**config.mk**
```make
export PLATFORM = sky130hd
export DESIGN_NAME = serial_command_seven_segment_display
export DESIGN_NICKNAME = d
export VERILOG_FILES = /design/src/sv/scsd_pkg.sv /design/src/sv/serial_command_seven_segment_display.sv /design/src/sv/scsd_core.sv /design/src/sv/scsd_out.sv
export SDC_FILE = /design/constraint.sdc
export NUM_CORES = 1
export LEC_CHECK = 0
export BUFFER_PORTS_ARGS = -buffer_cell sky130_fd_sc_hd__buf_2
export CAP_MARGIN = 20
export CORE_MARGIN = 2
export CORE_UTILIZATION = 55
export DETAILED_ROUTE_END_ITERATION = 12
export PLACE_DENSITY = 0.82
export SYNTH_ARGS = -nofsm -noshare
export SYNTH_HDL_FRONTEND = slang
export SYNTH_SLANG_ARGS = --single-unit
```
**constraint.sdc**
```tcl
create_clock -name clk -period 3 [get_ports clk]
set_input_delay 0.3 -clock clk [delete_from_list [all_inputs] [get_ports clk]]
set_output_delay 0.3 -clock clk [all_outputs]
set_load 0.02 [all_outputs]
```
**src/sv/scsd_pkg.sv**
```systemverilog
`timescale 1ns / 1ps
// shared types, constants and decode tables for the serial command display
package scsd_pkg;

    localparam int NumDigits = 8;
    localparam int IdxW      = $clog2(NumDigits);
    localparam int DriveW    = 8;

    localparam logic [7:0] CharA  = 8'h41;
    localparam logic [7:0] CharT  = 8'h54;
    localparam logic [7:0] CharC  = 8'h43;
    localparam logic [7:0] CharN  = 8'h4E;
    localparam logic [7:0] CharCr = 8'h0D;
    localparam logic [7:0] CharLf = 8'h0A;
    localparam logic [7:0] CharO  = 8'h4F;
    localparam logic [7:0] CharK  = 8'h4B;

    localparam logic [3:0] BlankNibble = 4'hA;

    // command flag bits and the accepted combinations
    localparam logic [3:0] FlagA   = 4'b0001;
    localparam logic [3:0] FlagT   = 4'b0010;
    localparam logic [3:0] FlagC   = 4'b0100;
    localparam logic [3:0] FlagN   = 4'b1000;
    localparam logic [3:0] FlagsAt = 4'b0011;

    localparam logic KindRx   = 1'b0;
    localparam logic KindScan = 1'b1;

    localparam logic [1:0] ReplyFirst = 2'd0;
    localparam logic [1:0] ReplyLast  = 2'd3;

    typedef struct packed {
        logic       kind;
        logic [7:0] rx_byte;
    } item_t;

    typedef struct packed {
        logic       out_kind;
        logic [7:0] tx_byte;
        logic [7:0] segments;
        logic [7:0] digit_enable;
        logic       last;
    } result_t;

    typedef enum logic [1:0] {
        RES_NONE,
        RES_SCAN,
        RES_REPLY
    } res_kind_t;

    // what the core asks the output stage to send for one item
    typedef struct packed {
        res_kind_t         kind;
        logic [7:0]        segments;
        logic [DriveW-1:0] digit_enable;
    } desc_t;

    // active-low segment pattern, blank above nine except the all-on code
    function automatic logic [7:0] seg_code(input logic [3:0] nib);
        logic [7:0] code;
        case (nib)
            4'd0:    code = 8'hC0;
            4'd1:    code = 8'hF9;
            4'd2:    code = 8'hA4;
            4'd3:    code = 8'hB0;
            4'd4:    code = 8'h99;
            4'd5:    code = 8'h92;
            4'd6:    code = 8'h82;
            4'd7:    code = 8'hF8;
            4'd8:    code = 8'h80;
            4'd9:    code = 8'h90;
            4'd11:   code = 8'h00;
            default: code = 8'hFF;
        endcase
        return code;
    endfunction

    function automatic logic [7:0] reply_byte(input logic [1:0] idx);
        logic [7:0] b;
        case (idx)
            2'd0:    b = CharO;
            2'd1:    b = CharK;
            2'd2:    b = CharCr;
            default: b = CharLf;
        endcase
        return b;
    endfunction

endpackage

```
**src/sv/serial_command_seven_segment_display.sv**
```systemverilog
`timescale 1ns / 1ps
// top level of the serial command seven-segment display
//
// input channel item/item_valid/item_ready: each beat is either a received
// serial byte (kind 0) or a display scan tick (kind 1)
// output channel result/result_valid/result_ready: a scan tick gives one
// display beat (segments and one-hot digit enable, last set); a line feed
// that closes an AT, C or N command gives four reply beats O K CR LF,
// last set on the LF; every other byte only updates internal state
//
// an accepted beat is registered in the input register and its first result is
// then registered in the result register once that register can take it
// throughput: one item per cycle while the receiver keeps up and no reply is
// in flight; a reply holds the result register until its four beats are taken
//
// reset: digits blank, flags and digit counter cleared, scan ring at the top
// digit so the first tick enables digit 0
// when the receiver stalls the result register holds and the input register
// absorbs one more beat before item_ready drops
module serial_command_seven_segment_display (
    input  logic              clk,
    input  logic              rst_n,
    input  logic              item_valid,
    output logic              item_ready,
    input  scsd_pkg::item_t   item,
    output logic              result_valid,
    input  logic              result_ready,
    output scsd_pkg::result_t result
);

    // input register
    logic            in_valid_reg, in_valid_next;
    scsd_pkg::item_t in_item_reg;

    scsd_pkg::desc_t desc;
    logic            can_load;
    logic            no_result;
    logic            consume;
    logic            load;

    // items without a result never wait on the output side
    assign no_result  = (desc.kind == scsd_pkg::RES_NONE);
    assign consume    = in_valid_reg && (no_result || can_load);
    assign load       = consume && !no_result;
    assign item_ready = !in_valid_reg || consume;

    always_comb
    begin
        if (item_valid && item_ready)
            in_valid_next = 1'b1;
        else if (consume)
            in_valid_next = 1'b0;
        else
            in_valid_next = in_valid_reg;
    end

    always_ff @(posedge clk or negedge rst_n)
    begin
        if (!rst_n)
            in_valid_reg <= 1'b0;
        else
            in_valid_reg <= in_valid_next;
    end

    always_ff @(posedge clk)
    begin
        if (item_valid && item_ready)
            in_item_reg <= item;
    end

    scsd_core u_core (
        .clk   (clk),
        .rst_n (rst_n),
        .item  (in_item_reg),
        .take  (consume),
        .desc  (desc)
    );

    scsd_out u_out (
        .clk          (clk),
        .rst_n        (rst_n),
        .load         (load),
        .desc         (desc),
        .result_ready (result_ready),
        .result_valid (result_valid),
        .result       (result),
        .can_load     (can_load)
    );

    // a reply always ends on the line feed
    a_reply_ends_lf: assert property (@(posedge clk) disable iff (!rst_n)
        result_valid && result.out_kind == scsd_pkg::KindRx && result.last
        |-> result.tx_byte == scsd_pkg::CharLf)
        else $error("reply ended on a byte other than line feed");

    // display beats drive exactly one digit and close their item
    a_scan_onehot: assert property (@(posedge clk) disable iff (!rst_n)
        result_valid && result.out_kind == scsd_pkg::KindScan
        |-> $onehot(result.digit_enable) && result.last)
        else $error("display beat without a single enabled digit");

    // a reply beat taken before the end is followed by another reply beat
    a_reply_continues: assert property (@(posedge clk) disable iff (!rst_n)
        result_valid && result_ready && !result.last
        |=> result_valid && result.out_kind == scsd_pkg::KindRx)
        else $error("reply sequence broken off");

    // the input side only stalls on a held item
    a_stall_held: assert property (@(posedge clk) disable iff (!rst_n)
        !item_ready |-> in_valid_reg && !no_result && !can_load)
        else $error("input stalled without a blocked item");

endmodule

```
**src/sv/scsd_core.sv**
```systemverilog
`timescale 1ns / 1ps
// command decode, digit store and scan ring
module scsd_core (
    input  logic                 clk,
    input  logic                 rst_n,
    input  scsd_pkg::item_t      item,
    input  logic                 take,
    output scsd_pkg::desc_t      desc
);

    localparam int N  = scsd_pkg::NumDigits;
    localparam int IW = scsd_pkg::IdxW;
    localparam logic [N-1:0] RingTop = {1'b1, {(N-1){1'b0}}};
    localparam logic [N-1:0] RingBottom = {{(N-1){1'b0}}, 1'b1};

    logic [3:0]    store_reg  [N];
    logic [3:0]    store_next [N];
    logic [3:0]    flags_reg, flags_next;
    logic [7:0]    count_reg, count_next;
    logic [IW-1:0] scan_reg, scan_next;
    logic [N-1:0]  ring_reg, ring_next;

    logic          scan_wrap;
    logic [IW-1:0] tick_idx;
    logic [N-1:0]  tick_ring;
    logic [7:0]    count_inc;

    always_comb
    begin
        scan_wrap = (ring_reg == RingTop)
                    || ((IW+1)'(scan_reg) + 1'b1 >= (IW+1)'(N));
        tick_idx  = scan_wrap ? '0 : scan_reg + 1'b1;
        tick_ring = scan_wrap ? RingBottom : (ring_reg << 1);
        count_inc = count_reg + 8'd1;

        store_next = store_reg;
        flags_next = flags_reg;
        count_next = count_reg;
        scan_next  = scan_reg;
        ring_next  = ring_reg;

        desc.kind         = scsd_pkg::RES_NONE;
        desc.segments     = '0;
        desc.digit_enable = '0;

        if (item.kind == scsd_pkg::KindScan)
        begin
            desc.kind         = scsd_pkg::RES_SCAN;
            desc.segments     = scsd_pkg::seg_code(store_reg[tick_idx]);
            desc.digit_enable = scsd_pkg::DriveW'(tick_ring);
            scan_next         = tick_idx;
            ring_next         = tick_ring;
        end
        else
        begin
            case (item.rx_byte)
                scsd_pkg::CharA:
                begin
                    flags_next = flags_reg | scsd_pkg::FlagA;
                end
                scsd_pkg::CharT:
                begin
                    flags_next = flags_reg | scsd_pkg::FlagT;
                end
                scsd_pkg::CharC:
                begin
                    flags_next = flags_reg | scsd_pkg::FlagC;
                    for (int i = 0; i < N; i++)
                        store_next[i] = scsd_pkg::BlankNibble;
                end
                scsd_pkg::CharN:
                begin
                    flags_next = flags_reg | scsd_pkg::FlagN;
                    for (int i = 0; i < N; i++)
                        store_next[i] = scsd_pkg::BlankNibble;
                end
                scsd_pkg::CharCr:
                begin
                    flags_next = flags_reg;
                end
                scsd_pkg::CharLf:
                begin
                    if (flags_reg == scsd_pkg::FlagsAt || flags_reg == scsd_pkg::FlagC
                        || flags_reg == scsd_pkg::FlagN)
                    begin
                        desc.kind  = scsd_pkg::RES_REPLY;
                        flags_next = '0;
                        if (flags_reg == scsd_pkg::FlagN)
                            count_next = '0;
                    end
                end
                default:
                begin
                    // digit: move older digits up unless this is the first one
                    count_next = count_inc;
                    if (count_inc != 8'd1)
                    begin
                        for (int i = 1; i < N; i++)
                            store_next[i] = store_reg[i-1];
                    end
                    store_next[0] = item.rx_byte[3:0];
                end
            endcase
        end
    end

    always_ff @(posedge clk or negedge rst_n)
    begin
        if (!rst_n)
        begin
            for (int i = 0; i < N; i++)
                store_reg[i] <= scsd_pkg::BlankNibble;
            flags_reg <= '0;
            count_reg <= '0;
            scan_reg  <= '0;
            ring_reg  <= RingTop;
        end
        else if (take)
        begin
            store_reg <= store_next;
            flags_reg <= flags_next;
            count_reg <= count_next;
            scan_reg  <= scan_next;
            ring_reg  <= ring_next;
        end
    end

endmodule

```
**src/sv/scsd_out.sv**
```systemverilog
`timescale 1ns / 1ps
// result register and reply byte sequencer
module scsd_out (
    input  logic              clk,
    input  logic              rst_n,
    input  logic              load,
    input  scsd_pkg::desc_t   desc,
    input  logic              result_ready,
    output logic              result_valid,
    output scsd_pkg::result_t result,
    output logic              can_load
);

    logic              valid_reg, valid_next;
    logic [1:0]        idx_reg, idx_next;
    scsd_pkg::result_t result_reg, result_next;
    logic [1:0]        idx_inc;

    always_comb
    begin
        can_load    = !valid_reg || (result_ready && result_reg.last);
        idx_inc     = idx_reg + 2'd1;
        valid_next  = valid_reg;
        idx_next    = idx_reg;
        result_next = result_reg;

        if (load)
        begin
            valid_next = 1'b1;
            idx_next   = scsd_pkg::ReplyFirst;
            if (desc.kind == scsd_pkg::RES_SCAN)
            begin
                result_next.out_kind     = scsd_pkg::KindScan;
                result_next.tx_byte      = '0;
                result_next.segments     = desc.segments;
                result_next.digit_enable = desc.digit_enable;
                result_next.last         = 1'b1;
            end
            else
            begin
                result_next.out_kind     = scsd_pkg::KindRx;
                result_next.tx_byte      = scsd_pkg::reply_byte(scsd_pkg::ReplyFirst);
                result_next.segments     = '0;
                result_next.digit_enable = '0;
                result_next.last         = 1'b0;
            end
        end
        else if (valid_reg && result_ready)
        begin
            if (result_reg.last)
                valid_next = 1'b0;
            else
            begin
                idx_next            = idx_inc;
                result_next.tx_byte = scsd_pkg::reply_byte(idx_inc);
                result_next.last    = (idx_inc == scsd_pkg::ReplyLast);
            end
        end
    end

    always_ff @(posedge clk or negedge rst_n)
    begin
        if (!rst_n)
        begin
            valid_reg <= 1'b0;
            idx_reg   <= '0;
        end
        else
        begin
            valid_reg <= valid_next;
            idx_reg   <= idx_next;
        end
    end

    always_ff @(posedge clk)
    begin
        result_reg <= result_next;
    end

    assign result_valid = valid_reg;
    assign result       = result_reg;

endmodule
```
==> impl_metrics.yaml <==
run_status:
  status: "finished, final reports clean"
worst_setup_path:
  criticalPathCategory: "flip-flop to flip-flop"
  crit_path_frequent_cell: "ha_1"
  path_cells: "ha_1 -> nand2b_1 -> nand2_1 -> or3_4 -> o211ai_1 -> o31a_1 -> inv_1 -> ha_1 -> o31ai_1 -> a21oi_1"
  startpoint_type: "flip-flop"
  cp_slowest_cell: "or3_4"
  max_stage_delay_ns: 0.41
  cp-end-kind: "flip-flop"
  cp_num_buf_inv: 1
  cp_top_family: "compound AO/OA/AOI/OAI gates"
  arrival_ns: 2.93
  cp_max_fo: 8
  required_ns: 3.11
routing:
  num_vias: 3607
  firstDrtPassIters: 4
  wl_per_cell_um: 15.36
  antenna_left: 0
  drt_iter0_markers: 172
  drc: 0
  vias_per_cell: 5.799
  drt_wl_total_um: 9555
power_and_ir_drop:
  p_per_area_mw_per_mm2: 1051
  p_switching_mw: 2.293
  swShare: 0.4138
  clock_power_share: 0.150
  pwr-share-seq: 0.392
  p_comb_frac: 0.457
  irDropWorstVdd_v: 0.0005127
  power_leakage_nw: 2.188
  internal_power_mw: 3.248
synthesis:
  syn_avg_cell_area_um2: 10.16
  synth-seq-cells: 91
  synth_edf_count: 32
  seq_area_frac_synth: 0.5136
  ys_types: 67
  synth-main-ff-cell: "dfrtp_1"
  syn_inst: 471
  synthArstFlopShare: 0.6484
  yosysWarningCount: 0
  syn_area_mm2: 0.004787
run:
  drv_cap: 0
cells_and_area:
  nNetsFinal: 535
  final_cell_mix: "53 x nor2_1, 42 x nand2_1, 42 x dfrtp_1"
  diodes: 0
  final_cell_area_mm2: 0.005274
  final_common_cell: "nor2_1"
  largest_reg_flops: 32
  drive_gt1_frac: 0.2101
  finish.utilization: 0.6137
  syn2layout_area_growth_pct: 10.17
clock_network:
  cts-root-buf: "clkbuf_8"
  h-tree-depth: 3
  tritoncts: "built"
  numCtsBuffers: 9
  clock-sinks: 91
  cts.clk_slew.worst_paths_ns: 0.09
  insertion_delay_ns: 0.37
  clk_path_buf_depth: 2
sta:
  tns_ns: 0
  min_period_ns: 2.828
  tightest_slew_ns: 0.7342
  hold_slack_ns: 0.1028
  fin_crit_sh: 0.9427
  setup_slack_ns: 0.1718
  maxSlewViolCount: 0
  slew_headroom: 0.5095
  rsz0062_at_grt: "no"
  fin_skew_ns: 0.01123
  clock.fmax_ghz: 0.3536
  finalHoldViolCount: 0
  setup_viol: 0
die:
  rows: 34
  die_area_mm2: 0.009466
  dieWidth_um: 97.30
  chipHeight_um: 97.30
  core_mm2: 0.008593
  io_pins: 41
  initial_core_util: 0.5571
global_routing:
  gr-total-overflow: 0
  grt_max_degree: 57
  grt_pass1_vias: 3476
  grt_first_pass_wirelength_um: 16220
  track_usage: 0.2103
  antenna_found_initial: 0
hold_path:
  hp-class: "primary input to flip-flop"
placement:
  post-dp-hpwl_um: 6847
  portBuffers: 37
  pre_cts_ws_ns: 0.1728
  dpl_cell_area_mm2: 0.005055
  gp_congestion: 0.9483
-- path summary, 6_finish.rpt --
check	startpoint	endpoint	slack (ns)	depth (start not counted)
min	item[5]	in_item_reg[5]	0.10	1
max in group asynchronous	rst_n	u_core.store_reg[15]	1.78	3
min in group asynchronous	rst_n	u_out.result_valid	0.47	2
min reg2reg	u_core.ring_reg[7]	u_core.ring_reg[7]	0.46	2
max	u_core.scan_reg[0]	u_out.result[13]	0.17	10
max reg2reg	u_core.scan_reg[0]	u_out.result[13]	0.17	10
-- metal layers --
metal | vias up | share of wire | GRT usage | wire [um]
met2 | 92 | 0.51 | 0.3520 | 4899
met4 | 0 | 0.015 | 0.09295 | 146
li1 | 1751 | - | - | -
met5 | - | 0 | 0 | 0
met3 | 14 | 0.040 | 0.03741 | 383
met1 | 1750 | 0.43 | 0.2692 | 4125
-- through the flow --
step	power, mW	std cells
2_1_floorplan	4.153	473
3_3_place_gp	4.545	604
3_5_place_dp	4.670	604
4_1_cts	5.514	621
5_1_grt	5.957	622
6_report	5.541	622
-- synth_stat cells, types with 3 or more instances --
library cell	count	area (um^2)
nand3_1	23	115.1
dfstp_2	17	446.7
a222oi_1	4	40.04
a21oi_1	25	125.1
inv_1	30	112.6
nand2_1	42	157.7
ha_1	13	162.7
buf_6	5	56.30
a21o_1	5	37.54
o221ai_2	3	45.04
o21ai_1	20	100.1
o21ai_0	19	95.09
a21boi_1	3	22.52
dfrtp_1	42	1051
o22ai_1	4	25.02
nor2b_1	7	43.79
and2_1	5	31.28
buf_4	7	52.55
mux2i_1	9	90.09
nand2b_1	10	62.56
a22o_1	4	35.03
edfxtp_1	32	960.9
and3_1	12	75.07
clkbuf_1	7	26.28
buf_2	4	20.02
o221ai_1	3	26.28
o31ai_1	4	30.03
nor2_1	53	198.9
a21oi_2	9	78.83
-- power by group through the flow --
stage          logic (mW)  clock network [mW]  registers (mW)
2_1_floorplan        1.95                   0            2.21
3_3_place_gp         2.38                   0            2.17
3_5_place_dp         2.48                   0            2.19
4_1_cts              2.49               0.853            2.17
5_1_grt              2.83               0.905            2.22
6_report             2.53               0.832            2.17
-- timing repair --
| action | in CTS | in global routing |
|---|---|---|
| buffers inserted | 0 | 1 |
| endpoints found under the setup margin | 0 | 5 |
| resized for setup | 0 | 1 |
| hold buffers | 1 | 0 |
| endpoints found under the hold margin | 19 | 0 |
-- cell families after synthesis --
logic type                 Yosys count  synth area share
AOI/OAI and AO/OA                  127            0.1869
muxes                                9           0.01882
buffers and inverters               54           0.05672
DFF                                 91            0.5136
xor gates and xnor gates             4          0.007320
adders and majority gates           13           0.03398
and+or+nand+nor                    172            0.1819
other                                1         0.0007834
-- worst reg2reg max path: stages, from the launching register on --
cell and delay (ns):
dfrtp_1 0.39, ha_1 0.27, nand2b_1 0.15, nand2_1 0.13
or3_4 0.41, o211ai_1 0.18, o31a_1 0.26, inv_1 0.13
ha_1 0.34, o31ai_1 0.25, a21oi_1 0.06
-- final cells by class --
| type | instances | area (um^2) |
|---|---|---|
| Sequential cell | 91 | 2459 |
| Fill cell | 707 | 3319 |
| Tap cell | 108 | 135.1 |
| Clock inverter | 6 | 66.31 |
| Clock buffer | 10 | 127.6 |
| Timing Repair Buffer | 49 | 290.3 |
| Inverter | 30 | 112.6 |
| Multi-Input combinational cell | 328 | 2083 |
(Power assumes the default switching activity.)
